===== src/design/sector_cache_lru_controller_assert.svh =====
// Assertion macros used by the sequencer of the sector cache controller.
`ifndef SECTOR_CACHE_LRU_CONTROLLER_ASSERT_SVH
`define SECTOR_CACHE_LRU_CONTROLLER_ASSERT_SVH

`ifndef SYNTHESIS
`define SCL_ASSERT_CLK(lbl, clk_sig, rst_sig, prop, msg) \
  lbl: assert property (@(posedge clk_sig) disable iff (!rst_sig) prop) else $error(msg);
`define SCL_ASSERT_NORST(lbl, clk_sig, prop, msg) \
  lbl: assert property (@(posedge clk_sig) prop) else $error(msg);
`else
`define SCL_ASSERT_CLK(lbl, clk_sig, rst_sig, prop, msg)
`define SCL_ASSERT_NORST(lbl, clk_sig, prop, msg)
`endif

`endif


===== src/design/scl_pkg.sv =====
// Shared types and constants of the sector cache controller.
package scl_pkg;

  localparam int SLOTS_DEFAULT = 16;
  localparam int IDX_W_DEFAULT = $clog2(SLOTS_DEFAULT);

  localparam int LBA_W        = 32;
  localparam int SLOT_FIELD_W = 4;
  localparam int ACTION_W     = 3;
  localparam int CMD_W        = 2;
  localparam int IN_TUSER_W   = 3;
  localparam int OUT_TDATA_W  = 40;
  localparam int OUT_TUSER_W  = 5;
  localparam int OUT_PAD_W    = OUT_TDATA_W - LBA_W - SLOT_FIELD_W;

  typedef enum logic [CMD_W-1:0] {
    CMD_READ  = 2'd0,
    CMD_WRITE = 2'd1,
    CMD_FLUSH = 2'd2,
    CMD_NONE  = 2'd3
  } cmd_t;

  typedef enum logic [ACTION_W-1:0] {
    ACT_SERVE  = 3'd0,
    ACT_FETCH  = 3'd1,
    ACT_WBACK  = 3'd2,
    ACT_PREAD  = 3'd3,
    ACT_PWRITE = 3'd4,
    ACT_WTHRU  = 3'd5,
    ACT_BFLUSH = 3'd6,
    ACT_STORE  = 3'd7
  } action_t;

  typedef enum logic [3:0] {
    ST_IDLE,
    ST_SCAN,
    ST_DRAIN,
    ST_DECIDE,
    ST_VICT_RD,
    ST_WBACK,
    ST_FETCH,
    ST_SERVE,
    ST_PREAD,
    ST_PWRITE,
    ST_STORE,
    ST_WTHRU,
    ST_FL_RD,
    ST_FL_WB,
    ST_BFLUSH
  } state_t;

  typedef struct packed {
    logic set_valid;
    logic clr_valid;
    logic set_dirty;
    logic clr_dirty;
    logic touch;
  } slot_op_t;

  typedef struct packed {
    logic rd_en;
    logic wr_en;
  } tag_ctl_t;

endpackage


===== src/design/scl_tag_mem.sv =====
// Tag memory with registered read port and the shared tag comparator.
module scl_tag_mem #(
  parameter int SLOTS = scl_pkg::SLOTS_DEFAULT,
  parameter int IDX_W = scl_pkg::IDX_W_DEFAULT
) (
  input  logic                     clk,
  input  scl_pkg::tag_ctl_t        ctl,
  input  logic [IDX_W-1:0]         rd_addr,
  input  logic [IDX_W-1:0]         wr_addr,
  input  logic [scl_pkg::LBA_W-1:0] wr_data,
  input  logic [scl_pkg::LBA_W-1:0] key,
  output logic [scl_pkg::LBA_W-1:0] rd_data,
  output logic                     match
);

  logic [scl_pkg::LBA_W-1:0] tag_mem_r [SLOTS];
  logic [scl_pkg::LBA_W-1:0] rd_data_r;

  always_ff @(posedge clk) begin
    if (ctl.wr_en) begin
      tag_mem_r[wr_addr] <= wr_data;
    end
    if (ctl.rd_en) begin
      rd_data_r <= tag_mem_r[rd_addr];
    end
  end

  assign rd_data = rd_data_r;
  assign match   = (rd_data_r == key);

endmodule


===== src/design/scl_seq.sv =====
// Sequencer, slot state, scan bookkeeping and result register of the controller.
`include "sector_cache_lru_controller_assert.svh"

module scl_seq #(
  parameter int SLOTS = scl_pkg::SLOTS_DEFAULT,
  parameter int IDX_W = scl_pkg::IDX_W_DEFAULT
) (
  input  logic                           clk,
  input  logic                           rst_n,
  input  logic                           cfg_we,
  input  logic                           cfg_wdata,
  input  logic                           in_tvalid,
  output logic                           in_tready,
  input  logic [scl_pkg::LBA_W-1:0]      in_tdata,
  input  logic                           in_tlast,
  input  logic [scl_pkg::IN_TUSER_W-1:0] in_tuser,
  output logic                           out_tvalid,
  input  logic                           out_tready,
  output logic [scl_pkg::OUT_TDATA_W-1:0] out_tdata,
  output logic                           out_tlast,
  output logic [scl_pkg::OUT_TUSER_W-1:0] out_tuser,
  output scl_pkg::tag_ctl_t              tag_ctl,
  output logic [IDX_W-1:0]               tag_rd_addr,
  output logic [IDX_W-1:0]               tag_wr_addr,
  output logic [scl_pkg::LBA_W-1:0]      tag_key,
  input  logic [scl_pkg::LBA_W-1:0]      tag_rd_data,
  input  logic                           tag_match
);

  localparam logic [IDX_W-1:0] LAST_IDX = IDX_W'(SLOTS - 1);
  localparam logic [IDX_W-1:0] RANK_MAX = IDX_W'(SLOTS - 1);

  scl_pkg::state_t state_r, state_nxt;

  logic                      wt_mode_r;
  scl_pkg::cmd_t             cmd_r;
  logic [scl_pkg::LBA_W-1:0] lba_r;
  logic                      bypass_r;
  logic                      req_end_r;

  logic [SLOTS-1:0] slot_valid_r;
  logic [SLOTS-1:0] slot_dirty_r;
  logic [IDX_W-1:0] lru_rank_r [SLOTS];

  logic [IDX_W-1:0] scan_idx_r;
  logic             pend_r;
  logic [IDX_W-1:0] pend_idx_r;
  logic             hit_r;
  logic [IDX_W-1:0] hit_idx_r;
  logic [IDX_W-1:0] hit_rank_r;
  logic             free_r;
  logic [IDX_W-1:0] free_idx_r;
  logic [IDX_W-1:0] free_rank_r;
  logic [IDX_W-1:0] lru_idx_r;
  logic             lru_dirty_r;
  logic [IDX_W-1:0] tgt_r;
  logic [IDX_W-1:0] tgt_rank_r;

  logic                            out_tvalid_r;
  scl_pkg::action_t                out_action_r;
  logic [scl_pkg::SLOT_FIELD_W-1:0] out_slot_r;
  logic [scl_pkg::LBA_W-1:0]       out_lba_r;
  logic                            out_hit_r;
  logic                            out_end_r;
  logic                            out_last_r;

  logic accept;
  logic out_free;
  logic wb_needed;
  logic fl_dirty;
  logic [IDX_W-1:0] alloc_idx;

  logic                      emit;
  scl_pkg::action_t          e_action;
  logic [IDX_W-1:0]          e_slot;
  logic [scl_pkg::LBA_W-1:0] e_lba;
  logic                      e_hit;
  logic                      e_last;
  scl_pkg::slot_op_t         op;
  logic [IDX_W-1:0]          op_idx;
  logic                      idx_inc;
  logic                      scan_issue;

  assign in_tready = (state_r == scl_pkg::ST_IDLE);
  assign accept    = in_tvalid && in_tready;
  assign out_free  = !out_tvalid_r || out_tready;
  assign wb_needed = !free_r && lru_dirty_r;
  assign alloc_idx = free_r ? free_idx_r : lru_idx_r;
  assign fl_dirty  = slot_valid_r[scan_idx_r] && slot_dirty_r[scan_idx_r];

  assign tag_wr_addr = tgt_r;
  assign tag_key     = lba_r;

  always_comb begin
    state_nxt = state_r;
    case (state_r)
      scl_pkg::ST_IDLE: begin
        if (accept) begin
          case (scl_pkg::cmd_t'(in_tuser[scl_pkg::CMD_W-1:0]))
            scl_pkg::CMD_READ:  state_nxt = scl_pkg::ST_SCAN;
            scl_pkg::CMD_WRITE: state_nxt = scl_pkg::ST_SCAN;
            scl_pkg::CMD_FLUSH: state_nxt = scl_pkg::ST_FL_RD;
            default:            state_nxt = scl_pkg::ST_IDLE;
          endcase
        end
      end
      scl_pkg::ST_SCAN: begin
        if (scan_idx_r == LAST_IDX) begin
          state_nxt = scl_pkg::ST_DRAIN;
        end
      end
      scl_pkg::ST_DRAIN: state_nxt = scl_pkg::ST_DECIDE;
      scl_pkg::ST_DECIDE: begin
        if (cmd_r == scl_pkg::CMD_READ) begin
          if (hit_r) begin
            state_nxt = scl_pkg::ST_SERVE;
          end else if (bypass_r) begin
            state_nxt = scl_pkg::ST_PREAD;
          end else if (wb_needed) begin
            state_nxt = scl_pkg::ST_VICT_RD;
          end else begin
            state_nxt = scl_pkg::ST_FETCH;
          end
        end else begin
          if (bypass_r) begin
            state_nxt = scl_pkg::ST_PWRITE;
          end else if (hit_r) begin
            state_nxt = scl_pkg::ST_STORE;
          end else if (wb_needed) begin
            state_nxt = scl_pkg::ST_VICT_RD;
          end else begin
            state_nxt = scl_pkg::ST_STORE;
          end
        end
      end
      scl_pkg::ST_VICT_RD: state_nxt = scl_pkg::ST_WBACK;
      scl_pkg::ST_WBACK: begin
        if (out_free) begin
          state_nxt = (cmd_r == scl_pkg::CMD_READ) ? scl_pkg::ST_FETCH : scl_pkg::ST_STORE;
        end
      end
      scl_pkg::ST_FETCH: begin
        if (out_free) begin
          state_nxt = scl_pkg::ST_SERVE;
        end
      end
      scl_pkg::ST_STORE: begin
        if (out_free) begin
          state_nxt = wt_mode_r ? scl_pkg::ST_WTHRU : scl_pkg::ST_IDLE;
        end
      end
      scl_pkg::ST_SERVE, scl_pkg::ST_PREAD, scl_pkg::ST_PWRITE,
      scl_pkg::ST_WTHRU, scl_pkg::ST_BFLUSH: begin
        if (out_free) begin
          state_nxt = scl_pkg::ST_IDLE;
        end
      end
      scl_pkg::ST_FL_RD: begin
        if (fl_dirty) begin
          state_nxt = scl_pkg::ST_FL_WB;
        end else if (scan_idx_r == LAST_IDX) begin
          state_nxt = scl_pkg::ST_BFLUSH;
        end
      end
      scl_pkg::ST_FL_WB: begin
        if (out_free) begin
          state_nxt = (scan_idx_r == LAST_IDX) ? scl_pkg::ST_BFLUSH : scl_pkg::ST_FL_RD;
        end
      end
      default: state_nxt = scl_pkg::ST_IDLE;
    endcase
  end

  always_comb begin
    emit        = 1'b0;
    e_action    = scl_pkg::ACT_SERVE;
    e_slot      = tgt_r;
    e_lba       = lba_r;
    e_hit       = hit_r;
    e_last      = 1'b0;
    op          = '0;
    op_idx      = tgt_r;
    tag_ctl     = '0;
    tag_rd_addr = scan_idx_r;
    idx_inc     = 1'b0;
    scan_issue  = 1'b0;
    case (state_r)
      scl_pkg::ST_SCAN: begin
        tag_ctl.rd_en = 1'b1;
        idx_inc       = 1'b1;
        scan_issue    = 1'b1;
      end
      scl_pkg::ST_VICT_RD: begin
        tag_ctl.rd_en = 1'b1;
        tag_rd_addr   = tgt_r;
      end
      scl_pkg::ST_WBACK: begin
        if (out_free) begin
          emit         = 1'b1;
          e_action     = scl_pkg::ACT_WBACK;
          e_lba        = tag_rd_data;
          e_hit        = 1'b0;
          op.clr_dirty = 1'b1;
        end
      end
      scl_pkg::ST_FETCH: begin
        if (out_free) begin
          emit          = 1'b1;
          e_action      = scl_pkg::ACT_FETCH;
          op.set_valid  = 1'b1;
          op.clr_dirty  = 1'b1;
          tag_ctl.wr_en = 1'b1;
        end
      end
      scl_pkg::ST_SERVE: begin
        if (out_free) begin
          emit     = 1'b1;
          e_action = scl_pkg::ACT_SERVE;
          e_last   = 1'b1;
          op.touch = 1'b1;
        end
      end
      scl_pkg::ST_PREAD: begin
        if (out_free) begin
          emit     = 1'b1;
          e_action = scl_pkg::ACT_PREAD;
          e_slot   = '0;
          e_hit    = 1'b0;
          e_last   = 1'b1;
        end
      end
      scl_pkg::ST_PWRITE: begin
        if (out_free) begin
          emit         = 1'b1;
          e_action     = scl_pkg::ACT_PWRITE;
          e_last       = 1'b1;
          op.clr_valid = hit_r;
          op.clr_dirty = hit_r;
        end
      end
      scl_pkg::ST_STORE: begin
        if (out_free) begin
          emit          = 1'b1;
          e_action      = scl_pkg::ACT_STORE;
          e_last        = !wt_mode_r;
          tag_ctl.wr_en = !hit_r;
          op.set_valid  = !hit_r;
          op.clr_dirty  = wt_mode_r;
          op.set_dirty  = !wt_mode_r;
          op.touch      = !wt_mode_r;
        end
      end
      scl_pkg::ST_WTHRU: begin
        if (out_free) begin
          emit     = 1'b1;
          e_action = scl_pkg::ACT_WTHRU;
          e_last   = 1'b1;
          op.touch = 1'b1;
        end
      end
      scl_pkg::ST_FL_RD: begin
        if (fl_dirty) begin
          tag_ctl.rd_en = 1'b1;
        end else begin
          idx_inc = 1'b1;
        end
      end
      scl_pkg::ST_FL_WB: begin
        if (out_free) begin
          emit         = 1'b1;
          e_action     = scl_pkg::ACT_WBACK;
          e_slot       = scan_idx_r;
          e_lba        = tag_rd_data;
          e_hit        = 1'b0;
          op.clr_dirty = 1'b1;
          op_idx       = scan_idx_r;
          idx_inc      = 1'b1;
        end
      end
      scl_pkg::ST_BFLUSH: begin
        if (out_free) begin
          emit     = 1'b1;
          e_action = scl_pkg::ACT_BFLUSH;
          e_slot   = '0;
          e_lba    = '0;
          e_hit    = 1'b0;
          e_last   = 1'b1;
        end
      end
      default: begin
        emit = 1'b0;
      end
    endcase
  end

  always_ff @(posedge clk) begin
    if (!rst_n) begin
      state_r   <= scl_pkg::ST_IDLE;
      wt_mode_r <= 1'b0;
    end else begin
      state_r <= state_nxt;
      if (cfg_we) begin
        wt_mode_r <= cfg_wdata;
      end
    end
  end

  always_ff @(posedge clk) begin
    if (accept) begin
      cmd_r     <= scl_pkg::cmd_t'(in_tuser[scl_pkg::CMD_W-1:0]);
      lba_r     <= in_tdata;
      bypass_r  <= in_tuser[scl_pkg::CMD_W];
      req_end_r <= in_tlast;
    end
  end

  always_ff @(posedge clk) begin
    if (!rst_n) begin
      scan_idx_r <= '0;
      pend_r     <= 1'b0;
      hit_r      <= 1'b0;
      free_r     <= 1'b0;
    end else begin
      pend_r <= scan_issue;
      if (accept) begin
        scan_idx_r <= '0;
        hit_r      <= 1'b0;
        free_r     <= 1'b0;
      end else begin
        if (idx_inc) begin
          scan_idx_r <= scan_idx_r + 1'b1;
        end
        if (pend_r) begin
          if (slot_valid_r[pend_idx_r] && tag_match) begin
            hit_r <= 1'b1;
          end
          if (!slot_valid_r[pend_idx_r]) begin
            free_r <= 1'b1;
          end
        end
      end
    end
  end

  always_ff @(posedge clk) begin
    pend_idx_r <= scan_idx_r;
    if (pend_r) begin
      if (slot_valid_r[pend_idx_r] && tag_match) begin
        hit_idx_r  <= pend_idx_r;
        hit_rank_r <= lru_rank_r[pend_idx_r];
      end
      if (!slot_valid_r[pend_idx_r] && !free_r) begin
        free_idx_r  <= pend_idx_r;
        free_rank_r <= lru_rank_r[pend_idx_r];
      end
      if (lru_rank_r[pend_idx_r] == RANK_MAX) begin
        lru_idx_r   <= pend_idx_r;
        lru_dirty_r <= slot_dirty_r[pend_idx_r];
      end
    end
    if (state_r == scl_pkg::ST_DECIDE) begin
      if (hit_r) begin
        tgt_r      <= hit_idx_r;
        tgt_rank_r <= hit_rank_r;
      end else if (bypass_r && (cmd_r == scl_pkg::CMD_WRITE)) begin
        tgt_r      <= '0;
        tgt_rank_r <= RANK_MAX;
      end else begin
        tgt_r      <= alloc_idx;
        tgt_rank_r <= free_r ? free_rank_r : RANK_MAX;
      end
    end
  end

  always_ff @(posedge clk) begin
    if (!rst_n) begin
      slot_valid_r <= '0;
      slot_dirty_r <= '0;
      for (int i = 0; i < SLOTS; i++) begin
        lru_rank_r[i] <= IDX_W'(i);
      end
    end else begin
      if (op.set_valid) begin
        slot_valid_r[op_idx] <= 1'b1;
      end
      if (op.clr_valid) begin
        slot_valid_r[op_idx] <= 1'b0;
      end
      if (op.set_dirty) begin
        slot_dirty_r[op_idx] <= 1'b1;
      end
      if (op.clr_dirty) begin
        slot_dirty_r[op_idx] <= 1'b0;
      end
      if (op.touch) begin
        for (int i = 0; i < SLOTS; i++) begin
          if (IDX_W'(i) == tgt_r) begin
            lru_rank_r[i] <= '0;
          end else if (lru_rank_r[i] < tgt_rank_r) begin
            lru_rank_r[i] <= lru_rank_r[i] + 1'b1;
          end
        end
      end
    end
  end

  always_ff @(posedge clk) begin
    if (!rst_n) begin
      out_tvalid_r <= 1'b0;
    end else if (emit) begin
      out_tvalid_r <= 1'b1;
    end else if (out_tready) begin
      out_tvalid_r <= 1'b0;
    end
  end

  always_ff @(posedge clk) begin
    if (emit) begin
      out_action_r <= e_action;
      out_slot_r   <= scl_pkg::SLOT_FIELD_W'(e_slot);
      out_lba_r    <= e_lba;
      out_hit_r    <= e_hit;
      out_end_r    <= req_end_r;
      out_last_r   <= e_last;
    end
  end

  assign out_tvalid = out_tvalid_r;
  assign out_tdata  = {{scl_pkg::OUT_PAD_W{1'b0}}, out_lba_r, out_slot_r};
  assign out_tlast  = out_last_r;
  assign out_tuser  = {out_end_r, out_hit_r, out_action_r};

  `SCL_ASSERT_CLK(a_busy_after_accept, clk, rst_n, (in_tvalid && in_tready && (in_tuser[1:0] != scl_pkg::CMD_NONE)) |=> !in_tready, "controller ready right after taking an item")
  `SCL_ASSERT_CLK(a_serve_valid, clk, rst_n, (state_r == scl_pkg::ST_SERVE) |-> slot_valid_r[tgt_r], "serving a slot that is not valid")
  `SCL_ASSERT_CLK(a_flush_dirty, clk, rst_n, (state_r == scl_pkg::ST_FL_WB) |-> (slot_valid_r[scan_idx_r] && slot_dirty_r[scan_idx_r]), "flush writes back a clean slot")
  `SCL_ASSERT_CLK(a_hit_valid, clk, rst_n, (state_r == scl_pkg::ST_DECIDE && hit_r) |-> slot_valid_r[hit_idx_r], "hit recorded on an invalid slot")
  `SCL_ASSERT_NORST(a_reset_idle, clk, !rst_n |=> (state_r == scl_pkg::ST_IDLE && !out_tvalid_r), "reset leaves the controller busy")

endmodule


===== src/design/sector_cache_lru_controller.sv =====
// Top level of the fully associative LRU sector cache tag and policy controller.
// Each request is handled alone: a read or write scans the tag RAM one slot per
// cycle through its single read port, so it takes SLOTS + 3 cycles before the first
// command, then one cycle per command item, plus one more cycle when a dirty
// victim tag has to be read back. A flush takes one cycle per slot, one more per
// dirty slot, and one for the final backing flush. Back-pressure on the result
// side adds to these figures. in_tready is high only while the controller is idle.
module sector_cache_lru_controller #(
  parameter int SLOTS = scl_pkg::SLOTS_DEFAULT
) (
  input  logic                            clk,
  input  logic                            rst_n,
  input  logic                            cfg_we,
  input  logic                            cfg_wdata,   // write_through_mode
  input  logic                            in_tvalid,
  output logic                            in_tready,
  input  logic [scl_pkg::LBA_W-1:0]       in_tdata,    // lba
  input  logic                            in_tlast,    // last_of_request
  input  logic [scl_pkg::IN_TUSER_W-1:0]  in_tuser,    // command[1:0], bypass[2]
  output logic                            out_tvalid,
  input  logic                            out_tready,
  output logic [scl_pkg::OUT_TDATA_W-1:0] out_tdata,   // slot[3:0], backing_lba[35:4]
  output logic                            out_tlast,   // last_result
  output logic [scl_pkg::OUT_TUSER_W-1:0] out_tuser    // action[2:0], hit[3], request_end[4]
);

  localparam int IDX_W = (SLOTS > 1) ? $clog2(SLOTS) : 1;

  scl_pkg::tag_ctl_t         tag_ctl;
  logic [IDX_W-1:0]          tag_rd_addr;
  logic [IDX_W-1:0]          tag_wr_addr;
  logic [scl_pkg::LBA_W-1:0] tag_key;
  logic [scl_pkg::LBA_W-1:0] tag_rd_data;
  logic                      tag_match;

  scl_seq #(
    .SLOTS (SLOTS),
    .IDX_W (IDX_W)
  ) u_seq (
    .clk         (clk),
    .rst_n       (rst_n),
    .cfg_we      (cfg_we),
    .cfg_wdata   (cfg_wdata),
    .in_tvalid   (in_tvalid),
    .in_tready   (in_tready),
    .in_tdata    (in_tdata),
    .in_tlast    (in_tlast),
    .in_tuser    (in_tuser),
    .out_tvalid  (out_tvalid),
    .out_tready  (out_tready),
    .out_tdata   (out_tdata),
    .out_tlast   (out_tlast),
    .out_tuser   (out_tuser),
    .tag_ctl     (tag_ctl),
    .tag_rd_addr (tag_rd_addr),
    .tag_wr_addr (tag_wr_addr),
    .tag_key     (tag_key),
    .tag_rd_data (tag_rd_data),
    .tag_match   (tag_match)
  );

  scl_tag_mem #(
    .SLOTS (SLOTS),
    .IDX_W (IDX_W)
  ) u_tag_mem (
    .clk     (clk),
    .ctl     (tag_ctl),
    .rd_addr (tag_rd_addr),
    .wr_addr (tag_wr_addr),
    .wr_data (tag_key),
    .key     (tag_key),
    .rd_data (tag_rd_data),
    .match   (tag_match)
  );

endmodule

===== config.mk =====
export PLATFORM = sky130hd
export DESIGN_NAME = sector_cache_lru_controller
export DESIGN_NICKNAME = d
export VERILOG_FILES = /design/src/design/scl_pkg.sv /design/src/design/scl_tag_mem.sv /design/src/design/scl_seq.sv /design/src/design/sector_cache_lru_controller.sv
export VERILOG_INCLUDE_DIRS = /design/src /design/src/design
export SDC_FILE = /design/constraint.sdc
export NUM_CORES = 1
export LEC_CHECK = 0
export ABC_AREA = 0
export BUFFER_PORTS_ARGS = -buffer_cell sky130_fd_sc_hd__buf_2
export CORE_MARGIN = 3
export CORE_UTILIZATION = 40
export CTS_CLUSTER_SIZE = 16
export DETAILED_ROUTE_END_ITERATION = 6
export PLACE_DENSITY = 0.57
export SETUP_SLACK_MARGIN = 0.3
export SYNTH_ARGS = -nofsm -noshare
export SYNTH_HDL_FRONTEND = slang
export SYNTH_HIERARCHICAL = 1
export SYNTH_SLANG_ARGS = --single-unit

===== constraint.sdc =====
create_clock -name clk -period 4.6 [get_ports clk]
set_clock_uncertainty 0.1 [all_clocks]
set_input_delay 0.23 -clock clk [delete_from_list [all_inputs] [get_ports clk]]
set_output_delay 0.23 -clock clk [all_outputs]
set_load 0.01 [all_outputs]

==> impl_metrics.json <==
{
  "status": "finished clean",
  "grt_pass1_wl_mm": 122.8,
  "setup_tns_ns": 0,
  "cap_violations": 0,
  "fp.coreArea_um2": 79520,
  "synth_area_per_cell_um2": 17.00,
  "ioPinCount": 90,
  "finalPower_mw": 20.21,
  "yosysTopAreaCell": "edfxtp_1",
  "p_leak_nw": 12.52,
  "drive_gt1_share_pct": 23.03,
  "required_ns": 4.87,
  "fmax_mhz": 282.6,
  "antenna_found_initial": 0,
  "clk_pin_slew_ns": 0.06,
  "diodes": 0,
  "multi_input_area_um2": 9412,
  "fp.dieArea_um2": 84170,
  "clockRootBuffer": "clkbuf_16",
  "startpoint_type": "flop",
  "fin_util_pct": 47.14,
  "first_iter_violations": 1844,
  "synthSimpleGateAreaFrac_pct": 5.649,
  "netlist_instances": 1900,
  "synth_top_family_by_area": "multiplexers",
  "drc": 0,
  "syn_area_um2": 32290,
  "cts_max_path_buffers": 3,
  "grt_pass1_vias": 18730,
  "synth_commonest_cells": "edfxtp_1 (715), mux4_2 (159), nand2_1 (117)",
  "arrival_ns": 3.81,
  "synth_warnings": 6,
  "synth_ff_type": "edfxtp_1",
  "synth.most_common_cell": "edfxtp_1",
  "min-delay-start": "in_tvalid",
  "clkLatencyLatePin_ns": 0.64,
  "num_rows": 103,
  "synth.area.mux_share_pct": 11.55,
  "via_per_inst": 5.744,
  "finalHoldWorstSlack_ns": 0.04444,
  "overflow": 0,
  "synth_compound_area_share_pct": 6.944,
  "hp-class": "primary input to flop",
  "timing.rr.end": "u_tag_mem/rd_data[0]",
  "vdd_drop_max_mv": 0.3822,
  "fin_ws_ns": 1.061,
  "yosysTopAreaCellShare_pct": 66.49,
  "tightest_slew_ns": 1.091,
  "finalCriticalPeriod_ns": 3.539,
  "portBuffers": 85,
  "ys_async_sr_fraction_pct": 0,
  "htreeDepth": 3,
  "slew_headroom_pct": 27.01,
  "cts_sinks": 764,
  "reg2regPathDepth": 7,
  "num-nets-final": 2170,
  "ys_seq_area_share_pct": 69.53,
  "final_cell_count_no_fill": 3178,
  "die_y_um": 290.1,
  "fin_area_um2": 37490,
  "post-route-period-util_pct": 76.93,
  "cts_hold_buf": 40,
  "hold-path-cell-count": 3,
  "place_inst": 2990,
  "p_per_area_nw_per_um2": 539.2,
  "fill_cells": 6703,
  "die_w_um": 290.1,
  "cts-resized-gates": 0,
  "vias": 18260,
  "gp_congestion": 0.8283,
  "hpwlAfterDp_mm": 48.57,
  "cp-end-kind": "flop",
  "wire_per_inst_um": 25.81,
  "synth_area_leaders": "edfxtp_1 (66%), mux4_2 (11%), dfxtp_1 (3.0%)",
  "cts_tree": "done",
  "critPathKind": "flop to flop",
  "postRouteAntennaNets": 0,
  "yosys.area_share.xor_xnor_pct": 1.790,
  "hold-path-endpoint": "u_seq/tag_key[7]",
  "postCtsSetupBuffers": 0,
  "yosys.area_share.adder_pct": 2.519,
  "grt_usage_pct": 19.31,
  "wl_mm": 82.03,
  "syn_to_final_growth_pct": 16.09,
  "cp_max_fo": 31,
  "final_hold_viol_count": 0,
  "place_ws_ns": 1.032,
  "start_util_pct": 40.61,
  "rsz0062_at_grt": "false",
  "synth-edff-count": 715,
  "slew_viol_final": 0,
  "seqCellArea_um2": 22450,
  "setup-violations-final": 0,
  "ys_ff_latch": 764,
  "regToRegSetupSlack_ns": 1.06,
  "grt_max_degree": 65,
  "cts_buffers": 81,
  "reg2reg_from": "u_seq/state_r[1]",
  "synth.distinct_cells": 72,
  "place_area_um2": 34360,
  "dr.pass1.iters": 5
}
## layout by cell type, fill, tap and decap left out, types with 33 or more instances in the layout
| cell | netlist | final |
|---|---|---|
| nand3_1 | 39 | 38 |
| a21oi_1 | 38 | 38 |
| dfxtp_1 | 49 | 48 |
| dlygate4sd3_1 | 0 | 40 |
| a21o_1 | 33 | 33 |
| clkbuf_16 | 0 | 84 |
| mux4_2 | 159 | 159 |
| xor2_1 | 53 | 53 |
| a22o_1 | 33 | 33 |
| nand2_1 | 117 | 117 |
| buf_2 | 25 | 85 |
| edfxtp_1 | 715 | 715 |
| buf_4 | 16 | 48 |
| nor2_1 | 83 | 68 |
| ha_1 | 65 | 65 |
| a22oi_1 | 67 | 67 |
| o21ai_0 | 67 | 65 |
## cell type report
cell class	instances	share of cell area [%]
Tap cell	1050	3.505
Inverter	32	0.3204
Clock buffer	103	5.851
Multi-Input combinational cell	997	25.11
Sequential cell	764	59.89
Clock inverter	45	1.412
Timing Repair Buffer	187	3.912
## how the worst max path moves through the flow
stage,startpoint,end,slack [ns],depth (start not counted)
2_1_floorplan,u_seq/state_r[2],u_tag_mem/tag_mem_r[1][0],0.75,8
6_report,u_seq/state_r[1],u_tag_mem/rd_data[0],1.06,7
5_1_grt,u_seq/state_r[2],u_tag_mem/rd_data[28],0.83,9
3_3_place_gp,u_seq/state_r[1],u_tag_mem/rd_data[16],1.03,7
3_5_place_dp,u_seq/state_r[1],u_tag_mem/rd_data[0],1.03,7
4_1_cts,u_seq/state_r[1],u_tag_mem/rd_data[0],1.06,7
## cell families after synthesis
group / after synthesis
xor+xnor: 66
simple gates: 376
mux: 173
flops: 764
buf+inv: 142
other cells: 1
compound gates: 313
fa+ha+maj: 65
## flip-flops by register name, indices dropped and copies added (netlist names), 2 cells and up
signal and flops:
u_seq/pend_idx_r 4, u_seq/tag_key 32, u_tag_mem/rd_data 32, u_seq/out_action_r 3, u_seq/free_rank_r 4, u_seq/tgt_rank_r 4
u_seq/hit_idx_r 4, u_seq/free_idx_r 4, u_seq/out_lba_r 32, u_seq/slot_valid_r 16, u_seq/slot_dirty_r 16, u_seq/state_r 4
u_seq/lru_rank_r 64, u_seq/hit_rank_r 4, u_seq/scan_idx_r 4, u_seq/out_slot_r 4, u_tag_mem/tag_mem_r 512, u_seq/tag_wr_addr 4
u_seq/lru_idx_r 4, u_seq/cmd_r 2
## per-layer routing
metal,part of all wire [%],GRT usage [%]
met1,44,27.73
met2,49,31.14
met5,0,0
met4,2.0,5.225
met3,5.2,2.579
## critical path: stages (launching register included)
cell and delay, ns:
dfxtp_1 0.78, nor3_1 0.11, buf_4 0.20, o21ai_4 0.83, buf_12 0.36, mux4_2 0.53, a22oi_1 0.29, nand2_1 0.09
## power breakdown
| part | switching, mW | internal (mW) |
|---|---|---|
| registers | 0.573 | 8.57 |
| clock network | 2.72 | 3.91 |
| logic | 2.60 | 1.85 |
No activity file was read; power rests on OpenSTA's default activity.
